[config.mk]
export PLATFORM = sky130hd
export DESIGN_NAME = modulo_hash_table_engine_unit
export DESIGN_NICKNAME = d
export VERILOG_FILES = /design/src/rtl/mht_pkg.sv /design/src/rtl/modulo_hash_table_engine_unit.sv /design/src/rtl/mht_front.sv /design/src/rtl/mht_fifo.sv /design/src/rtl/mht_back.sv
export SDC_FILE = /design/constraint.sdc
export NUM_CORES = 2
export LEC_CHECK = 0
export BUFFER_PORTS_ARGS = -buffer_cell sky130_fd_sc_hd__buf_2
export CELL_PAD_IN_SITES_DETAIL_PLACEMENT = 0
export CELL_PAD_IN_SITES_GLOBAL_PLACEMENT = 1
export CORE_UTILIZATION = 60
export CTS_CLUSTER_SIZE = 16
export DETAILED_ROUTE_END_ITERATION = 12
export GPL_ROUTABILITY_DRIVEN = 0
export GPL_TIMING_DRIVEN = 0
export PLACE_DENSITY = 0.9
export RECOVER_POWER = 25
export SLEW_MARGIN = 20
export SYNTH_ARGS = -nofsm -noshare
export SYNTH_HDL_FRONTEND = slang
export SYNTH_SLANG_ARGS = --single-unit
[constraint.sdc]
create_clock -name clk_i -period 9.7 [get_ports clk_i]
set_input_delay 1.455 -clock clk_i [delete_from_list [all_inputs] [get_ports clk_i]]
set_output_delay 1.455 -clock clk_i [all_outputs]
set_load 0.01 [all_outputs]
[src/rtl/mht_pkg.sv]
// Shared types and constants for the modulo hash table engine.
// No dependencies.
package mht_pkg;
  localparam int unsigned MaxBuckets    = 8;
  localparam int unsigned WaysPerBucket = 4;
  localparam logic [3:0]  ResetBuckets  = 4'd7;
  localparam int unsigned KeyW          = 31;
  localparam int unsigned ValW          = 32;

  typedef enum logic [1:0] {
    REQ_INSERT = 2'd0, REQ_FIND = 2'd1, REQ_DELETE = 2'd2, REQ_FIND_ALT = 2'd3
  } req_e;

  typedef enum logic [2:0] {
    ST_INSERTED  = 3'd0,
    ST_UPDATED   = 3'd1,
    ST_FOUND     = 3'd2,
    ST_NOT_FOUND = 3'd3,
    ST_DELETED   = 3'd4,
    ST_FULL      = 3'd5
  } status_e;

  typedef struct packed {
    logic [1:0]      req_type;
    logic [KeyW-1:0] key;
    logic [ValW-1:0] value;
  } req_t;

  typedef struct packed {
    logic [2:0]      bucket_index;
    logic [2:0]      status;
    logic [ValW-1:0] found_value;
  } rsp_t;

  typedef enum logic [1:0] {FE_IDLE, FE_DIV, FE_PUSH} fe_state_e;
  typedef enum logic [1:0] {BE_IDLE, BE_SCAN, BE_DONE} be_state_e;
endpackage

[src/rtl/modulo_hash_table_engine_unit.sv]
// Top level of the modulo hash table engine: APB register, front, queue, back.
// Depends on mht_pkg, mht_front, mht_fifo, mht_back.
//
// channel   | handshake         | payload
// ----------+-------------------+------------------------
// request   | start / busy      | req_i (mht_pkg::req_t)
// result    | done_o strobe     | rsp_o (mht_pkg::rsp_t)
// config    | APB psel/penable  | bucket_count at 0x0
//
// An accepted request keeps busy high through the bit-serial modulo and the push
// into the queue, which waits while the queue is full. The back end then picks up
// the request, scans the bucket's ways and writes back; done_o is registered from
// the write-back state. The back end drains each entry before the front end can
// push the next, so the queue never fills and the front end does not stall.
// Reset empties the table at once (valid flags). done_o cannot be stalled.
module modulo_hash_table_engine_unit #(
  parameter int unsigned MaxBuckets    = mht_pkg::MaxBuckets,
  parameter int unsigned WaysPerBucket = mht_pkg::WaysPerBucket
) (
  input  logic          clk_i,
  input  logic          rst_ni,
  input  logic          start,
  output logic          busy,
  input  mht_pkg::req_t req_i,
  output logic          done_o,
  output mht_pkg::rsp_t rsp_o,
  input  logic          psel,
  input  logic          penable,
  input  logic          pwrite,
  input  logic [1:0]    paddr,
  input  logic [31:0]   pwdata,
  output logic [31:0]   prdata,
  output logic          pready
);
  localparam int unsigned BW = (MaxBuckets > 1) ? $clog2(MaxBuckets) : 1;
  localparam int unsigned NW = $clog2(MaxBuckets + 1);
  localparam int unsigned QW = $bits(mht_pkg::req_t) + BW;

  logic [3:0]    bcount_q;
  logic [NW-1:0] nbuck;
  logic          push, pop, full, empty;
  mht_pkg::req_t f_req, b_req;
  logic [BW-1:0] f_bucket, b_bucket;

  assign pready = 1'b1;
  always_ff @(posedge clk_i or negedge rst_ni) begin
    if (!rst_ni) bcount_q <= mht_pkg::ResetBuckets;
    else if (psel && penable && pwrite && paddr == 2'd0) bcount_q <= pwdata[3:0];
  end
  assign prdata = (paddr == 2'd0) ? {28'd0, bcount_q} : 32'd0;

  always_comb begin
    if (bcount_q == 4'd0) nbuck = NW'(1);
    else if ({28'd0, bcount_q} > 32'(MaxBuckets)) nbuck = NW'(MaxBuckets);
    else nbuck = NW'(bcount_q);
  end

  mht_front #(.MaxBuckets(MaxBuckets)) u_front (
    .clk_i, .rst_ni, .start_i(start), .req_i, .nbuck_i(nbuck), .busy_o(busy),
    .push_o(push), .req_o(f_req), .bucket_o(f_bucket), .full_i(full)
  );

  mht_fifo #(.W(QW)) u_fifo (
    .clk_i, .rst_ni, .push_i(push), .data_i({f_req, f_bucket}), .full_o(full),
    .pop_i(pop), .empty_o(empty), .data_o({b_req, b_bucket})
  );

  mht_back #(.MaxBuckets(MaxBuckets), .WaysPerBucket(WaysPerBucket)) u_back (
    .clk_i, .rst_ni, .empty_i(empty), .req_i(b_req), .bucket_i(b_bucket),
    .pop_o(pop), .done_o, .rsp_o
  );
endmodule

[src/rtl/mht_front.sv]
// Front end: takes a request, reduces key modulo bucket count bit-serially.
// Depends on mht_pkg.
module mht_front #(
  parameter int unsigned MaxBuckets = mht_pkg::MaxBuckets,
  localparam int unsigned BW = (MaxBuckets > 1) ? $clog2(MaxBuckets) : 1,
  localparam int unsigned NW = $clog2(MaxBuckets + 1)
) (
  input  logic           clk_i,
  input  logic           rst_ni,
  input  logic           start_i,
  input  mht_pkg::req_t  req_i,
  input  logic [NW-1:0]  nbuck_i,
  output logic           busy_o,
  output logic           push_o,
  output mht_pkg::req_t  req_o,
  output logic [BW-1:0]  bucket_o,
  input  logic           full_i
);
  localparam int unsigned KW = mht_pkg::KeyW;
  localparam int unsigned CW = $clog2(KW + 1);

  mht_pkg::fe_state_e state_q, state_d;
  mht_pkg::req_t      req_q;
  logic [KW-1:0]      sh_q;
  logic [NW-1:0]      rem_q, rem_d;
  logic [NW-1:0]      div_q;
  logic [CW-1:0]      cnt_q;
  logic [NW:0]        trial;

  assign trial = {rem_q, sh_q[KW-1]};

  always_comb begin
    state_d = state_q;
    rem_d   = rem_q;
    push_o  = 1'b0;
    case (state_q)
      mht_pkg::FE_IDLE: if (start_i) state_d = mht_pkg::FE_DIV;
      mht_pkg::FE_DIV: begin
        rem_d = (trial >= {1'b0, div_q}) ? NW'(trial - {1'b0, div_q}) : NW'(trial);
        if (cnt_q == CW'(1)) state_d = mht_pkg::FE_PUSH;
      end
      mht_pkg::FE_PUSH: if (!full_i) begin
        push_o  = 1'b1;
        state_d = mht_pkg::FE_IDLE;
      end
      default: state_d = mht_pkg::FE_IDLE;
    endcase
  end

  always_ff @(posedge clk_i or negedge rst_ni) begin
    if (!rst_ni) begin
      state_q <= mht_pkg::FE_IDLE;
      cnt_q   <= '0;
    end else begin
      state_q <= state_d;
      if (state_q == mht_pkg::FE_IDLE) cnt_q <= CW'(KW);
      else if (state_q == mht_pkg::FE_DIV) cnt_q <= cnt_q - CW'(1);
    end
  end

  always_ff @(posedge clk_i) begin
    if (state_q == mht_pkg::FE_IDLE && start_i) begin
      req_q <= req_i;
      sh_q  <= req_i.key;
      rem_q <= '0;
      div_q <= nbuck_i;
    end else if (state_q == mht_pkg::FE_DIV) begin
      rem_q <= rem_d;
      sh_q  <= {sh_q[KW-2:0], 1'b0};
    end
  end

  assign busy_o   = (state_q != mht_pkg::FE_IDLE);
  assign req_o    = req_q;
  assign bucket_o = BW'(rem_q);
endmodule

[src/rtl/mht_fifo.sv]
// Two-entry queue between front and back end.
// No dependencies.
module mht_fifo #(
  parameter int unsigned W = 8
) (
  input  logic         clk_i,
  input  logic         rst_ni,
  input  logic         push_i,
  input  logic [W-1:0] data_i,
  output logic         full_o,
  input  logic         pop_i,
  output logic         empty_o,
  output logic [W-1:0] data_o
);
  logic [W-1:0] mem_q [2];
  logic         wp_q, rp_q;
  logic [1:0]   cnt_q;

  always_ff @(posedge clk_i or negedge rst_ni) begin
    if (!rst_ni) begin
      wp_q <= 1'b0; rp_q <= 1'b0; cnt_q <= '0;
    end else begin
      if (push_i) wp_q <= ~wp_q;
      if (pop_i) rp_q <= ~rp_q;
      cnt_q <= cnt_q + {1'b0, push_i} - {1'b0, pop_i};
    end
  end

  always_ff @(posedge clk_i) begin
    if (push_i) mem_q[wp_q] <= data_i;
  end

  assign full_o  = (cnt_q == 2'd2);
  assign empty_o = (cnt_q == 2'd0);
  assign data_o  = mem_q[rp_q];
endmodule

[src/rtl/mht_back.sv]
// Back end: scans a bucket's ways in the slot memory, then writes back.
// Depends on mht_pkg.
module mht_back #(
  parameter int unsigned MaxBuckets    = mht_pkg::MaxBuckets,
  parameter int unsigned WaysPerBucket = mht_pkg::WaysPerBucket,
  localparam int unsigned BW = (MaxBuckets > 1) ? $clog2(MaxBuckets) : 1,
  localparam int unsigned WW = (WaysPerBucket > 1) ? $clog2(WaysPerBucket) : 1,
  localparam int unsigned Slots = MaxBuckets * WaysPerBucket,
  localparam int unsigned SW = (Slots > 1) ? $clog2(Slots) : 1
) (
  input  logic          clk_i,
  input  logic          rst_ni,
  input  logic          empty_i,
  input  mht_pkg::req_t req_i,
  input  logic [BW-1:0] bucket_i,
  output logic          pop_o,
  output logic          done_o,
  output mht_pkg::rsp_t rsp_o
);
  localparam int unsigned KW = mht_pkg::KeyW;
  localparam int unsigned VW = mht_pkg::ValW;

  mht_pkg::be_state_e state_q, state_d;
  logic [Slots-1:0]   valid_q;
  logic [KW-1:0]      key_mem [Slots];
  logic [VW-1:0]      val_mem [Slots];
  logic [KW-1:0]      rkey_q;
  logic [VW-1:0]      rval_q;
  logic [WW:0]        way_q;      // way whose data sits in rkey_q/rval_q, plus 1
  logic [WW-1:0]      hit_w_q, free_w_q;
  logic               hit_q, free_q;
  logic [SW-1:0]      rd_addr, base;
  logic [WW-1:0]      cur_w;
  logic               cur_ok, cur_hit;
  mht_pkg::rsp_t      rsp_q;
  logic               done_q;

  assign base    = SW'(bucket_i) * SW'(WaysPerBucket);
  assign cur_w   = WW'(way_q - (WW+1)'(1));
  assign cur_ok  = (way_q != '0);
  assign cur_hit = cur_ok && valid_q[base + SW'(cur_w)] && (rkey_q == req_i.key);
  assign rd_addr = base + SW'(way_q);

  always_comb begin
    state_d = state_q;
    pop_o   = 1'b0;
    case (state_q)
      mht_pkg::BE_IDLE: if (!empty_i) state_d = mht_pkg::BE_SCAN;
      mht_pkg::BE_SCAN: if (way_q == (WW+1)'(WaysPerBucket)) state_d = mht_pkg::BE_DONE;
      mht_pkg::BE_DONE: begin
        pop_o   = 1'b1;
        state_d = mht_pkg::BE_IDLE;
      end
      default: state_d = mht_pkg::BE_IDLE;
    endcase
  end

  // synchronous memory read, one way per cycle
  always_ff @(posedge clk_i) begin
    rkey_q <= key_mem[rd_addr];
    rval_q <= val_mem[rd_addr];
  end

  always_ff @(posedge clk_i or negedge rst_ni) begin
    if (!rst_ni) begin
      state_q <= mht_pkg::BE_IDLE;
      valid_q <= '0;
      way_q   <= '0;
      hit_q   <= 1'b0;
      free_q  <= 1'b0;
      done_q  <= 1'b0;
    end else begin
      state_q <= state_d;
      done_q  <= 1'b0;
      case (state_q)
        mht_pkg::BE_IDLE: begin
          way_q  <= '0;
          hit_q  <= 1'b0;
          free_q <= 1'b0;
          if (!empty_i) way_q <= (WW+1)'(1);
        end
        mht_pkg::BE_SCAN: begin
          if (cur_ok) begin
            if (cur_hit && !hit_q) begin
              hit_q   <= 1'b1;
              hit_w_q <= cur_w;
              if (req_i.req_type == mht_pkg::REQ_FIND ||
                  req_i.req_type == mht_pkg::REQ_FIND_ALT)
                rsp_q.found_value <= rval_q;
            end
            if (!valid_q[base + SW'(cur_w)] && !free_q) begin
              free_q   <= 1'b1;
              free_w_q <= cur_w;
            end
          end
          if (way_q != (WW+1)'(WaysPerBucket)) way_q <= way_q + (WW+1)'(1);
          else way_q <= '0;
        end
        mht_pkg::BE_DONE: begin
          done_q <= 1'b1;
          rsp_q.bucket_index <= 3'(bucket_i);
          case (req_i.req_type)
            mht_pkg::REQ_INSERT: begin
              rsp_q.found_value <= '0;
              if (hit_q) rsp_q.status <= mht_pkg::ST_UPDATED;
              else if (free_q) begin
                rsp_q.status <= mht_pkg::ST_INSERTED;
                valid_q[base + SW'(free_w_q)] <= 1'b1;
              end else rsp_q.status <= mht_pkg::ST_FULL;
            end
            mht_pkg::REQ_DELETE: begin
              rsp_q.found_value <= '0;
              if (hit_q) begin
                rsp_q.status <= mht_pkg::ST_DELETED;
                valid_q[base + SW'(hit_w_q)] <= 1'b0;
              end else rsp_q.status <= mht_pkg::ST_NOT_FOUND;
            end
            default: begin
              if (hit_q) rsp_q.status <= mht_pkg::ST_FOUND;
              else begin
                rsp_q.status      <= mht_pkg::ST_NOT_FOUND;
                rsp_q.found_value <= '0;
              end
            end
          endcase
        end
        default: ;
      endcase
    end
  end

  // data write-back on insert
  always_ff @(posedge clk_i) begin
    if (state_q == mht_pkg::BE_DONE && req_i.req_type == mht_pkg::REQ_INSERT) begin
      if (hit_q) val_mem[base + SW'(hit_w_q)] <= req_i.value;
      else if (free_q) begin
        key_mem[base + SW'(free_w_q)] <= req_i.key;
        val_mem[base + SW'(free_w_q)] <= req_i.value;
      end
    end
  end

  assign done_o = done_q;
  assign rsp_o  = rsp_q;
endmodule

# --- After elaboration in Yosys (flattened, before gate mapping) ---
# Memory sizes are Yosys's and may differ from the RTL's. A register that Yosys moved wholly into a read port is not among the register bits.
# Index checks and enable logic that the tools add are counted.
totals:
  ff_bits: 201
  latchBits: 0
  ramBits: 2152
  romBits: 0
  input_bits: 105
  output_inout_bits: 73
  wordCells: 171
  mem_count: 3
op_classes:
  add_sub_neg: 10
  n_mul: 0
  div: 0
  magnitude_cmp: 7
  eq_ne: 25
  shifts: 0
  n_mux: 58
  bitwise_logic: 5
  reduce_logical: 39
mem_list:
  columns: ["name", "words", "width", "rd", "rd_clocked_by_memory_dff", "wr", "line_no", "source"]
  rows:
  - ["u_back.val_mem", 32, 32, 1, 1, 1, "mht_back.sv:26", "logic [VW-1:0] val_mem [Slots];"]
  - ["u_back.key_mem", 32, 31, 1, 1, 1, "mht_back.sv:25", "logic [KW-1:0] key_mem [Slots];"]
  - ["u_fifo.mem_q", 2, 68, 1, 0, 1, "mht_fifo.sv:15", "logic [W-1:0] mem_q [2];"]
ops:
  columns: ["operator", "n"]
  rows:
  - ["2-to-1 mux 32 bit", 8]
  - ["one-hot mux 32 bit (2 select lines)", 2]
  - ["one-hot mux 35 bit (2 select lines)", 1]
  - ["2-to-1 mux 31 bit", 2]
  - ["bitwise AND 32 bit", 1]
  - ["NOT 32 bit", 1]
  - ["bitwise OR 32 bit", 1]
  - ["OR reduction 32 bit", 1]
  - ["equality test 31 bit", 1]
  - ["2-to-1 mux 1 bit", 22]
  - ["< comparator 5 x 6 -> 1 bit, second input constant", 3]
  - ["inequality test 2 x 1 -> 1 bit, second input constant", 8]
  - ["adder 5 x 2 -> 5 bit", 3]
  - ["2-to-1 mux 5 bit", 3]
  - ["2-to-1 mux 3 bit", 4]
  - ["2-to-1 mux 4 bit", 3]
  - ["nonzero test 2 bit", 6]
  - ["logical AND 1 bit", 11]
  - ["demux 1 bit (select 5 bit)", 2]
  - ["equality test 2 bit, second input constant", 5]
  - [">= comparator 5 x 1 -> 1 bit, second input constant", 2]
  - ["zero test 2 bit", 5]
  - ["2-to-1 mux 2 bit", 5]
  - ["AND reduction 3 bit", 3]
  - ["other kinds (30)", 41]

# --- Logic depth before layout (Yosys ltp) ---
depth:
  ltp_word: 10
  ltp_mapped: 13
  depth_no_buf: 8

# --- Modules after synthesis ---
# Synthesis repeated with hierarchy kept, for this count alone.
hier_totals:
  cells_unflattened: 3836
  area_unflattened_um2: 91401.4
by_module_without_submodules:
  columns: ["module", "instances", "cells_per_inst", "area_each_um2", "seq_area_each_um2"]
  rows:
  - ["mht_back", 1, 3340, 81662.1, 64061.4]
  - ["mht_fifo", 1, 227, 5146.2, 4184.0]
  - ["mht_front", 1, 218, 4142.7, 3258.1]
  - ["modulo_hash_table_engine_unit", 1, 51, 450.4, 103.8]

# --- Worst setup path after synthesis ---
# No wires, ideal clock.
synth_timing:
  kind: "input -> register"
  from: "input start"
  to: "register u_front.div_q[0], enable pin"
  setup_ns: 0.460
  t_arrival_ns: 3.816
  required_time_ns: 9.240
  setup_slack_ns: 5.424
  cell_stages: 3
  path_buffers: 1
  path_cell_list: "nand2_1 inv_1 clkbuf_1"
synth_via:
  elab_chain_len: 1
synth_rtl:
  columns: ["item", "line_no", "source"]
  rows:
  - ["from (decl)", "modulo_hash_table_engine_unit.sv:22", "input logic start,"]
  - ["logical AND 1 bit", "mht_front.sv:62", "if (state_q == mht_pkg::FE_IDLE && start_i) begin"]
  - ["to (signal assigned)", "mht_front.sv:66", "div_q <= nbuck_i;"]
  - ["to (decl)", "mht_front.sv:26", "logic [NW-1:0] div_q;"]
# No other way between the ends.
# A chain may end at the register's enable or synchronous reset.

==> impl_metrics.toml <==
[placed_design]
dpl.hpwl_um = 154200
portBuffers = 120
post-place-ws_ns = 3.789

[logic_synthesis]
synth_cells = 3883
synth_warnings = 0
ys_types = 54
ys_seq_area_frac = 0.7844
syn_area_sq_um = 91290
synth-seq-cells = 2416
ys.flop_type = "edfxtp_1"
avgSynthCellArea_sq_um = 23.51
synth-edff-count = 2294
ys_async_sr_fraction = 0.02276

[drt]
drc = 0
highest_layer = "met5"
drt_iter0_markers = 8566
wl_met1_um = 86690
wl_met2_um = 130600
firstDrtPassIters = 7
avgViaCountPerCell = 7.380
wire_per_inst_um = 42.31
drtAntennaViolNets = 0
totalWireLength_um = 278600
vias = 48590
dr_wl_met3_um = 42830

[floorplanning]
fp.dieH_um = 392.1
rows = 142
io_pins = 178
initial_core_util = 0.6066
die_area_sq_um = 153700
die_w_um = 392.1
coreArea_sq_um = 150500

[hold_path]
hold_class = "reg2reg"

[power]
ir_drop_mv = 0.1828
power_leakage_nw = 32.89
power_density_nw_per_um2 = 198.0

[worst_setup_path]
slowest_delay_ns = 1.51
required_ns = 10.17
path_common_cell = "clkbuf_1"
worstSetupEndpointType = "flop"
crit_chain = "clkbuf_1 > clkbuf_1 > clkbuf_1 > mux2_2 > xor2_1 > nor4_1 > nand4_1 > nor2_1 > a31o_4"
startpoint_type = "flop"
slowest_stage = "clkbuf_1"
worstSetupPathType = "reg2reg"
arrival_ns = 8.40
cp_max_fo = 33

[final_layout]
final_common_cell = "edfxtp_1"
regArea_sq_um = 71610
final_cell_mix = "edfxtp_1 (2,294), mux4_2 (638), clkbuf_16 (227)"
area_growth_syn_to_layout_pct = 14.92
final_net_count = 4493
fillers = 7901
drive_gt1_frac = 0.3243
multiInputGateArea_sq_um = 19190

[clock_network]
clk_latency_ns = 0.87
h-tree-depth = 4
cts-root-buf = "clkbuf_16"
ctsResizeCount = 0
clk_path_buf_depth = 3
numCtsBuffers = 222
post_cts_buffers = 0
clk_pin_slew_worst_paths_ns = 0.07
cts.sinks = 2416
hold_buffers = 0
cts_tree = "built"

[grt]
grt_max_degree = 60
grt_pass1_vias = 48930
grt_pass1_wl_um = 382200
grt_usage = 0.3680
antenna_found_initial = 14
overflow = 0

[timing]
setup_viol = 0
hold_viol = 0
clock_skew_ns = 0.04795
min_period_ns = 7.930
slew_headroom = -1.245
rsz0062_at_grt = "no"
fin_ws_ns = 1.770
worstMarginPinSlew_ns = 3.368
max_freq_mhz = 126.1
tns_ns = 0
period_share = 0.8175
drv_slew = 152

[run]
maxCapViolCount = 7

[status]
failed_checks = "max-capacitance violations, max-slew violations"
status = "finished, violations left"
layout make-up:
cell class / count / share of cell area
inverters: 21 / 0.0007513
flip-flops and latches: 2416 / 0.6825
diodes: 8 / 0.0001908
multi-input cells: 1270 / 0.1829
clock inverters: 124 / 0.01132
well taps: 2016 / 0.02404
clock buffers: 288 / 0.05785
repair buffers: 238 / 0.03039
plain buffers: 203 / 0.01004
routing by layer:
metal / track usage / vias up
li1: - / 17280
met1: 0.4651 / 24670
met2: 0.5665 / 5488
met3: 0.1239 / 1138
met4: 0.2021 / 18
met5: 0 / -
kinds of logic after synthesis:
kind of cell             share of synthesized area
AO/OA/AOI/OAI                             0.006524
XOR/XNOR                                  0.003550
adder cells (fa/ha/maj)                   0.002275
buffers and inverters                      0.01234
flip-flops                                  0.7844
multiplexers                                0.1749
other                                   0.00008227
AND/OR/NAND/NOR                            0.01598
stage by stage:
stage | cells | util | hold slack (ns) | cell area [sq um] | power (mW)
finish | 6584 | 0.6972 | 0.4346 | 104900 | 20.78
global route | 6580 | 0.6971 | 0.4526 | 104900 | 21.11
CTS | 6576 | 0.6985 | 0.4413 | 105100 | 20.71
detailed placement | 6164 | 0.6503 | 0.4306 | 97860 | 11.96
global placement | 6046 | 0.6281 | 0.4231 | 94510 | 11.95
floorplan | 3910 | - | 0.4215 | 91390 | 11.84
flip-flops by register name (all words and copies together), names as in the netlist, 5 cells and up:
signal and flops:
u_back.rkey_q 31, u_front.req_o 65, u_back.rval_q 32, u_fifo.mem_q 136
u_back.rsp_o 38, u_front.cnt_q 5, u_back.val_mem 1024, u_front.sh_q 31
u_back.key_mem 992, u_back.valid_q 32
synth_stat cells (all sizes together) (4+ instances only):
| cell type | instances | area, sq um |
|---|---|---|
| edfxtp | 2294 | 68890 |
| mux4 | 638 | 14370 |
| mux2 | 136 | 1531 |
| buf | 123 | 747.0 |
| nand2 | 114 | 427.9 |
| nor2 | 96 | 362.8 |
| clkbuf | 80 | 300.3 |
| dfxtp | 67 | 1341 |
| dfrtp | 52 | 1301 |
| nor2b | 41 | 256.5 |
| a21oi | 38 | 190.2 |
| xor2 | 32 | 280.3 |
| o21ai | 23 | 115.1 |
| inv | 21 | 78.82 |
| a2bb2oi | 16 | 140.1 |
| ha | 15 | 187.7 |
| nor3 | 9 | 45.04 |
| nor4 | 9 | 62.56 |
| and2 | 7 | 43.79 |
| nand2b | 7 | 43.79 |
| nor3b | 6 | 55.05 |
| mux2i | 5 | 62.56 |
| nand3 | 5 | 30.03 |
| nand4 | 5 | 31.28 |
| xnor2 | 5 | 43.79 |
| and3 | 4 | 25.02 |
| o22ai | 4 | 25.02 |
worst paths after layout:
| path | start | cells after the start | end | slack [ns] |
|---|---|---|---|---|
| worst max-delay path | u_fifo.rp_q | 9 | u_back.rsp_o[21] | 1.77 |
| worst min-delay path | u_front.req_o[64] | 0 | u_fifo.mem_q[0][67] | 0.43 |
| worst max register to register | u_fifo.rp_q | 9 | u_back.rsp_o[21] | 1.77 |
| worst min register to register | u_front.req_o[64] | 0 | u_fifo.mem_q[0][67] | 0.43 |
| max in group asynchronous | rst_ni | 1 | u_back.valid_q[14] | 6.08 |
| min in group asynchronous | rst_ni | 1 | u_back.done_o | 1.73 |
power breakdown:
part           internal [mW]  switching (mW)
clock network           4.96            4.05
logic                  0.131           0.203
registers               11.4          0.0529
worst max-delay path: cells and delay by family (launching register included):
family | cells | cell delay [ns]
buffers and inverters | 3 | 3.12
and+or+nand+nor | 3 | 2.11
muxes | 1 | 0.85
AOI/OAI and AO/OA | 1 | 0.70
DFF | 1 | 0.38
xor gates and xnor gates | 1 | 0.19
Note: power is estimated with default switching activity, not from simulation.
